File: src/cmvr_pkg.sv
`timescale 1ns / 1ps
`default_nettype none
// ----------------------------------------------------------------------------
// cmvr_pkg
// Shared types and constants for the complex matrix-vector rotator.
// ----------------------------------------------------------------------------
package cmvr_pkg;

  localparam int unsigned MaxDegreeDef = 5;
  localparam int unsigned FracBitsDef  = 30;
  localparam int unsigned MinDegree    = 2;

  localparam int unsigned DataW = 32;
  localparam int unsigned AccW  = 40;
  localparam int unsigned IdxW  = 4;
  localparam int unsigned DegW  = 3;

  localparam logic [DegW-1:0] DegreeRst = 3'd2;

  localparam logic OpMatWrite = 1'b0;
  localparam logic OpVecElem  = 1'b1;

  typedef enum logic [1:0] {
    SeqIdle,
    SeqMac,
    SeqDrain,
    SeqEmit
  } seq_state_e;

  typedef struct packed {
    logic                    operation;
    logic [IdxW-1:0]         row;
    logic [IdxW-1:0]         column;
    logic signed [DataW-1:0] value_re;
    logic signed [DataW-1:0] value_im;
    logic                    last_element;
  } in_item_t;

  typedef struct packed {
    logic [IdxW-1:0]         result_index;
    logic signed [DataW-1:0] result_re;
    logic signed [DataW-1:0] result_im;
    logic                    saturated;
    logic                    last_result;
  } out_item_t;

endpackage
`default_nettype wire

File: src/cmvr_acc_mem.sv
`timescale 1ns / 1ps
`default_nettype none
// ----------------------------------------------------------------------------
// cmvr_acc_mem
// Row accumulators: complex 40-bit words, valid bit per row, bulk clear.
// ----------------------------------------------------------------------------
module cmvr_acc_mem #(
  parameter int unsigned Rows = 11,
  parameter int unsigned RowW = 4
) (
  input  logic                                clk_i,
  input  logic                                rst_ni,
  input  logic                                rd_en_i,
  input  logic [RowW-1:0]                     rd_addr_i,
  output logic signed [cmvr_pkg::AccW-1:0]    rd_re_o,
  output logic signed [cmvr_pkg::AccW-1:0]    rd_im_o,
  input  logic                                wr_en_i,
  input  logic [RowW-1:0]                     wr_addr_i,
  input  logic signed [cmvr_pkg::AccW-1:0]    wr_re_i,
  input  logic signed [cmvr_pkg::AccW-1:0]    wr_im_i,
  input  logic                                clr_i
);
  import cmvr_pkg::*;

  logic [2*AccW-1:0] mem_q [Rows];
  logic [2*AccW-1:0] rd_q;
  logic [Rows-1:0]   vld_q;
  logic              rd_vld_q;

  always_ff @(posedge clk_i) begin
    if (wr_en_i) begin
      mem_q[wr_addr_i] <= {wr_re_i, wr_im_i};
    end
    if (rd_en_i) begin
      rd_q <= mem_q[rd_addr_i];
    end
  end

  // a row never written since the last clear reads as zero
  always_ff @(posedge clk_i or negedge rst_ni) begin
    if (!rst_ni) begin
      vld_q    <= '0;
      rd_vld_q <= 1'b0;
    end else begin
      if (clr_i) begin
        vld_q <= '0;
      end else if (wr_en_i) begin
        vld_q[wr_addr_i] <= 1'b1;
      end
      if (rd_en_i) begin
        rd_vld_q <= vld_q[rd_addr_i];
      end
    end
  end

  assign rd_re_o = rd_vld_q ? rd_q[2*AccW-1:AccW] : '0;
  assign rd_im_o = rd_vld_q ? rd_q[AccW-1:0]      : '0;

endmodule
`default_nettype wire

File: config.mk
export PLATFORM = sky130hd
export DESIGN_NAME = cmvr_acc_mem
export DESIGN_NICKNAME = d
export VERILOG_FILES = /design/src/cmvr_pkg.sv /design/src/cmvr_acc_mem.sv
export SDC_FILE = /design/constraint.sdc
export NUM_CORES = 1
export LEC_CHECK = 0
export ABC_AREA = 0
export BUFFER_PORTS_ARGS = -buffer_cell sky130_fd_sc_hd__buf_2
export CAP_MARGIN = 5
export CORE_MARGIN = 1.5
export CORE_UTILIZATION = 60
export DETAILED_ROUTE_END_ITERATION = 16
export GPL_ROUTABILITY_DRIVEN = 0
export PLACE_DENSITY = 0.81
export SETUP_SLACK_MARGIN = 0.3
export SLEW_MARGIN = 20
export SYNTH_ARGS = -nofsm -noshare
export SYNTH_HDL_FRONTEND = slang
export SYNTH_SLANG_ARGS = --single-unit
File: constraint.sdc
create_clock -name clk_i -period 1.82 [get_ports clk_i]
set_input_delay 0.273 -clock clk_i [delete_from_list [all_inputs] [get_ports clk_i]]
set_output_delay 0.273 -clock clk_i [all_outputs]
set_load 0.1 [all_outputs]
==> impl_results.md, run 1 <==
* DR iter-0 viols at 2987
* Cell total after placement at 2700
* Per-cell via count in the routed design at between 6 and 7
* Number of top-level pins at 173
* Instance area after placement at a little over 40000 sq um
* Post-Syn Nets at about 1800
* Total power at 47.7 mW
* Largest cells by area after synthesis: sky130_fd_sc_hd__edfxtp_1 79%, sky130_fd_sc_hd__mux4_2 10%, sky130_fd_sc_hd__mux2i_1 2.3%, sky130_fd_sc_hd__a22oi_1 1.7%, sky130_fd_sc_hd__o211ai_1 1.7%
* Detail-routed net length per standard cell at roughly 33 microns
* Width of the die at roughly 250 microns
* Global routing usage summed across all routing layers at 0.315
* CP Cell Sequence: buf_12 > and2_2 > buf_12
* Post-synth design cell area at 36400 sq um
* Leakage power of the design at 15.1 nW
* Final instance area at 45600 sq um
* Period utilization at 1.14
* Peak Freq at 482 MHz
* TritonCTS Sinks at 972
* Total vias in the final route at approximately 20000
* Maximum resistive drop on vdd at 0.860 mV
* CP peak stage delay at ~450 ps
* CTS tree: built
* Number of standard-cell rows in the floorplan at 90
* Crit path buf inv count at 2
* Number of global-route vias before repair at 20500
* Normalized max-slew margin at 0.621
* Die area at slightly above 60000 sq um
* Clock latency reported for the late side of the worst-skew pair at 650 ps
* Number of enable flip-flop cells after synthesis at 960
* Hold Crit Class: input port to async pin
* Initial antenna violation count at 4
* Violations in the final reports: setup timing
* Count of mapped cells out of synthesis at 1684
* Max-cap check violation count at 0
* Category of the worst setup path capture point: output pin
* Relative area change from synthesis to final layout at 25.3%
* Final critical-path setup slack at -255 ps
* Launching element type of the critical path: register
* IO buf count at approximately 170
* Worst Path Required at 1550 ps
* Starting density of the core at 0.605
* Fraction of layout cells with a size suffix above 1 at 0.343
* Hold violation total from the final report at 0
* R2R cell count at 3
* Sequential fraction of the synthesis area at 0.801
* PD cells at between 1000 and 1500 nW/um^2
* H-tree level count at 3
* Category of the most critical setup path: register to output pin
* Register bit total from synthesis at 972
* Syn avg cell area at 21.6 sq um
* Placeable Area at 60100 sq um
* Top post-synthesis cells by count: 960 x sky130_fd_sc_hd__edfxtp_1, 161 x sky130_fd_sc_hd__mux4_2, 83 x sky130_fd_sc_hd__mux2i_1
* Top flip-flop cell by instance count after synthesis: sky130_fd_sc_hd__edfxtp_1
* Layout Nets at 2191
* CTS clk-pin slew, worst paths at about 60 ps
* Wire length of the first global-routing pass at around 140000 microns
* Half-perimeter wire length of the detailed placement result at 50300 microns
* Synth top area share at 0.793
* Total routed wirelength at slightly below 100000 microns
* CTS Buf Count at 92
* Most prevalent standard cell on the critical path: sky130_fd_sc_hd__buf_12
* Share of synthesized registers carrying an async set or reset at 0.0123
* Cell class contributing the biggest share of worst-path delay: flip-flops
* Setup repair after global routing missed its margin: true
* Final setup violation count at 80
* Maximum number of pins on one net before global-route repair at 42
* Worst clock skew on the final layout at about 22 ps
* Congestion Overflow GR at 0
* Library cell occupying the most area in the post-synthesis netlist: sky130_fd_sc_hd__edfxtp_1
* Final slew viol count at 0
* Critical path's slowest cell: sky130_fd_sc_hd__dfrtp_2
* Clk buf depth at 3
* Worst slack, placed at -201 ps
* Outcome: complete, but fails checks
* CP Depth at 3
* Post-synthesis cell type count at 28
* Final min period at 2070 ps
* Post-Route Utilization at 0.758
* Remaining design rule violation count at 0
* Transition time at the pin with the least slew margin at 569 ps
* CP Max Fanout at 40
* Height of the die at roughly 250 microns
* Layout Cells excl Fill at between 2000 and 3000
* CTS Root Buffer Type: sky130_fd_sc_hd__clkbuf_16
* Yosys synthesis warning count at 0
* WP data arrival at 1800 ps
* Cell with the most instances after synthesis: sky130_fd_sc_hd__edfxtp_1
* Number of detailed-routing iterations run before antenna repair at 5
* Post-route antenna net violation count at 0
## power by group
part           switching (mW)  internal [mW]  total [mW]
sequential              0.213           25.2        25.4
combinational            2.33           1.57        3.90
clock                    8.26           10.1        18.4
## final cells by class
type | instances | area (sq um)
timing repair buffer | 412 | 5330
multi-input combinational | 619 | 7300
antenna | 4 | 10.0
clock buffer | 112 | 2420
sequential | 972 | 29100
inverter | 1 | 3.75
fill | 2898 | 14600
clock inverter | 50 | 379
tap | 782 | 978
## through the flow
| step | hold WS (ps) | setup TNS (ps) |
|---|---|---|
| finish | 50.6 | -14970 |
| global route | 67.8 | -17480 |
| CTS | 36.7 | -15590 |
| detailed placement | 166 | -9020 |
| global placement | 154 | -4980 |
| floorplan | -22.6 | -760170 |
## registers in the layout (all words and copies together), names as in the netlist
register  flops
rd_vld_q      1
rd_q         80
mem_q       880
vld_q        11
## timing repair
action,in CTS,in global routing
pin swaps,18,29
setup endpoints to repair,102,129
hold endpoints to repair,903,0
buffers inserted,0,1
gates cloned,0,3
hold buffers,82,0
gates resized for setup,47,77
## cells in the final DEF, fill, tap and decap left out, types with 2 or more instances in the layout
master                            n
sky130_fd_sc_hd__clkinv_1        24
sky130_fd_sc_hd__and2_2           4
sky130_fd_sc_hd__nand2_1         81
sky130_fd_sc_hd__nor2b_1          3
sky130_fd_sc_hd__buf_4           60
sky130_fd_sc_hd__buf_12         178
sky130_fd_sc_hd__nor3_4           3
sky130_fd_sc_hd__diode_2          4
sky130_fd_sc_hd__and3b_1          2
sky130_fd_sc_hd__nand3b_1         3
sky130_fd_sc_hd__clkbuf_16       95
sky130_fd_sc_hd__nor2_1          12
sky130_fd_sc_hd__and2_1          20
sky130_fd_sc_hd__buf_2           89
sky130_fd_sc_hd__a21oi_1          9
sky130_fd_sc_hd__clkinvlp_4       3
sky130_fd_sc_hd__o211ai_1        80
sky130_fd_sc_hd__bufinv_16        5
sky130_fd_sc_hd__nor2_4           9
sky130_fd_sc_hd__nand2b_4         2
sky130_fd_sc_hd__and2_4          57
sky130_fd_sc_hd__a31oi_1          2
sky130_fd_sc_hd__a22oi_2         54
sky130_fd_sc_hd__edfxtp_1       960
sky130_fd_sc_hd__dlygate4sd3_1   82
sky130_fd_sc_hd__inv_6            4
sky130_fd_sc_hd__a22oi_1         26
sky130_fd_sc_hd__clkbuf_1        18
sky130_fd_sc_hd__mux4_2         161
sky130_fd_sc_hd__mux2i_1         83
sky130_fd_sc_hd__clkinv_2        13
sky130_fd_sc_hd__dfrtp_1         11
## layer usage
layer  track usage  vias up  part of all wire
li1              -     7814                 -
met1         0.415    10200              0.34
met2         0.534     1646              0.52
met3        0.0575      224              0.11
met4         0.109        4             0.031
met5             0        -           0.00021
## worst paths after layout
kind	from	endpoint	slack (ps)
min in group clk_i	wr_addr_i[2]	vld_q[2]	80
max in group asynchronous	rst_ni	rd_vld_q	1520
hold reg to reg	vld_q[8]	vld_q[8]	500
setup / recovery	rd_vld_q	rd_im_o[29]	-250
setup reg to reg	mem_q[2][28]	rd_q[28]	190
hold / removal	rst_ni	vld_q[6]	50
## cell families (layout without fill, tap and decap cells)
kind of cell,Yosys count,after routing,share of synthesized area
other cells,0,4,0
simple gates,200,200,0.0276
compound gates,175,175,0.0356
mux,244,244,0.123
buf+inv,93,575,0.0130
flops,972,972,0.801
Power figures use the tool's default switching activity.
==> run 2, diff against run 1 <==
==> constraint.sdc (replaced) <==
create_clock -name clk_i -period 1.82 [get_ports clk_i]
set_input_delay 0.364 -clock clk_i [delete_from_list [all_inputs] [get_ports clk_i]]
set_output_delay 0.364 -clock clk_i [all_outputs]
set_load 0.1 [all_outputs]
==> impl_results.md, run 2 (synthesized netlist as in run 1, its figures left out) <==
* Setup repair after global routing missed its margin: true (unchanged)
* Remaining design rule violation count at 0 (unchanged)
* DR iter-0 viols at 2356 (was 2987)
* Maximum number of pins on one net before global-route repair at 42 (unchanged)
* Registers with the most flip-flops: mem_q (880), rd_q (80), vld_q (11) (unchanged)
* Most frequent standard cell in the layout excluding fill and tap cells: sky130_fd_sc_hd__edfxtp_1 (unchanged)
* Worst slack, placed at -275 ps (was -201 ps)
* Fraction of layout cells with a size suffix above 1 at 0.354 (was 0.343)
* Detail-routed net length per standard cell at 31.7 microns (was 33.3 microns)
* CTS Buf Count at 88 (was 92)
* Total power at 47.4 mW (was 47.7 mW)
* Congestion Overflow GR at 0 (unchanged)
* Normalized max-slew margin at 0.672 (was 0.621)
* Height of the die at 249 microns (unchanged)
* Worst clock skew on the final layout at 22.8 ps (was 22.2 ps)
* Worst r2r dst: rd_q[3] (was rd_q[28])
* Initial antenna violation count at 17 (was 4)
* Global routing usage summed across all routing layers at 0.299 (was 0.315)
* Total vias in the final route at 19300 (was 19900)
* Worst Path Required at 1460 ps (was 1550 ps)
* Hold Crit Start: wr_im_i[23]
* Width of the die at 249 microns (unchanged)
* Category of the most critical setup path: register to output pin (unchanged)
* Peak Freq at 462 MHz (was 482 MHz)
* Period utilization at 1.19 (was 1.14)
* R2R cell count at 3 (unchanged)
* WP data arrival at 1800 ps (about the same)
* Starting density of the core at 0.605 (unchanged)
* TritonCTS Sinks at 972 (unchanged)
* Register-to-register setup slack at 240 ps (was 190 ps)
* Clk buf depth at 3 (unchanged)
* Most used cells in the layout excluding fill and tap cells: 960 x sky130_fd_sc_hd__edfxtp_1, 179 x sky130_fd_sc_hd__buf_12, 161 x sky130_fd_sc_hd__mux4_2 (was 960 x sky130_fd_sc_hd__edfxtp_1, 178 x sky130_fd_sc_hd__buf_12, 161 x sky130_fd_sc_hd__mux4_2)
* Cell total after placement at 2723 (was 2700)
* Launching element type of the critical path: register (unchanged)
* Worst Hold Margin at 30.8 ps (was 50.6 ps)
* Violations in the final reports: setup timing (unchanged)
* CTS clk-pin slew, worst paths at 60 ps (about the same)
* Wire length of the first global-routing pass at 134000 microns (was 140000 microns)
* IO buf count at 172 (unchanged)
* Per-cell via count in the routed design at 6.67 (was 6.75)
* Count of cells along the worst hold path at 1
* Layout Cells excl Fill at 2894 (was 2952)
* Largest Register: mem_q (unchanged)
* Number of standard-cell rows in the floorplan at 90 (unchanged)
* Final setup violation count at 80 (unchanged)
* Half-perimeter wire length of the detailed placement result at 49800 microns (was 50300 microns)
* CP Max Fanout at 41 (was 40)
* Relative area change from synthesis to final layout at 23.3% (was 25.3%)
* Fill cell instance count of the final layout at 2932 (was 2898)
* CTS tree: built (unchanged)
* Setup TNS at -20420 ps (was -14970 ps)
* H-tree level count at 3 (unchanged)
* Layout Nets at 2125 (was 2191)
* Post-route antenna net violation count at 0 (unchanged)
* Number of buffers inserted by post-CTS setup repair at 0 (unchanged)
* Leakage power of the design at 14.9 nW (was 15.1 nW)
* Final critical-path setup slack at -344 ps (was -255 ps)
* Worst flop-to-flop path startpoint: mem_q[0][3] (was mem_q[2][28])
* Max-cap check violation count at 0 (unchanged)
* Die area at 62100 sq um (unchanged)
* Max FFs per register at 880 (unchanged)
* Number of global-route vias before repair at 20100 (was 20500)
* Category of the worst setup path capture point: output pin (unchanged)
* Total routed wirelength at 91700 microns (was 98300 microns)
* Hold Crit Class: input port to register (was input port to async pin)
* Number of top-level pins at 173 (unchanged)
* CTS Root Buffer Type: sky130_fd_sc_hd__clkbuf_16 (unchanged)
* Number of detailed-routing iterations run before antenna repair at 8 (was 5)
* Transition time at the pin with the least slew margin at 491 ps (was 569 ps)
* Hold EP: mem_q[4][23]
* Clock latency reported for the late side of the worst-skew pair at 650 ps (about the same)
* Final min period at 2160 ps (was 2070 ps)
* PD cells at 1060 nW/um^2 (was 1050 nW/um^2)
* Final slew viol count at 0 (unchanged)
* Maximum resistive drop on vdd at 0.782 mV (was 0.860 mV)
* Outcome: complete, but fails checks (unchanged)
* Placeable Area at 60100 sq um (unchanged)
* Hold violation total from the final report at 0 (unchanged)
[run 2: how the worst max path moves through the flow]
stage	from	to	slack (ps)	cells past startpoint
after floorplan	wr_addr_i[2]	mem_q[0][0]	-1410	2
after global placement	rd_addr_i[0]	rd_q[70]	-260	6
after detailed placement	rd_addr_i[0]	rd_q[67]	-270	6
after CTS	rd_vld_q	rd_im_o[29]	-320	3
after global routing	rd_vld_q	rd_im_o[17]	-350	3
final	rd_vld_q	rd_im_o[17]	-340	3
[run 2: power by group]
part           leakage [nW]  switching [mW]  internal (mW)  total [mW]
logic                  4.60            2.22           1.45        3.67
clock network          1.38            8.09           10.3        18.4
registers              8.91           0.191           25.2        25.4
[run 2: repair_timing]
action,CTS,global route
hold endpoints to repair,12,0
hold buffers,1,0
resized for setup,55,45
endpoints found under the setup margin,103,123
gates cloned,0,0
pin swaps,24,30
[run 2: layout make-up]
type | instances | area, sq um | area share
antenna | 9 | 22.5 | 0.000502
clock inverter | 58 | 498 | 0.0111
multi-input combinational | 619 | 7220 | 0.161
sequential | 972 | 29100 | 0.650
clock buffer | 103 | 2320 | 0.0518
timing repair buffer | 350 | 4660 | 0.104
inverter | 1 | 3.75 | 0.0000837
tap | 782 | 978 | 0.0218
[run 2: worst max-delay path, cell delays in order, from the launching register on]
cell and delay (ps):
sky130_fd_sc_hd__dfrtp_2 420, sky130_fd_sc_hd__buf_12 210, sky130_fd_sc_hd__and2_2 270, sky130_fd_sc_hd__buf_12 190
[run 2: per-stage QoR]
step	cell area [sq um]	utilization
after floorplan	36500	-
after global placement	41600	0.693
after detailed placement	41600	0.693
after CTS	44600	0.742
after global routing	44800	0.745
final	44800	0.746
[run 2: metal layers]
metal  routed length (microns)  up-vias  part of all wire  track usage
met5                       103        -            0.0011            0
met4                      3090       16             0.034        0.113
met3                     10100      252              0.11       0.0634
met2                     46100     1435              0.50        0.493
met1                     32400     9911              0.35        0.399
li1                          -     7695                 -            -
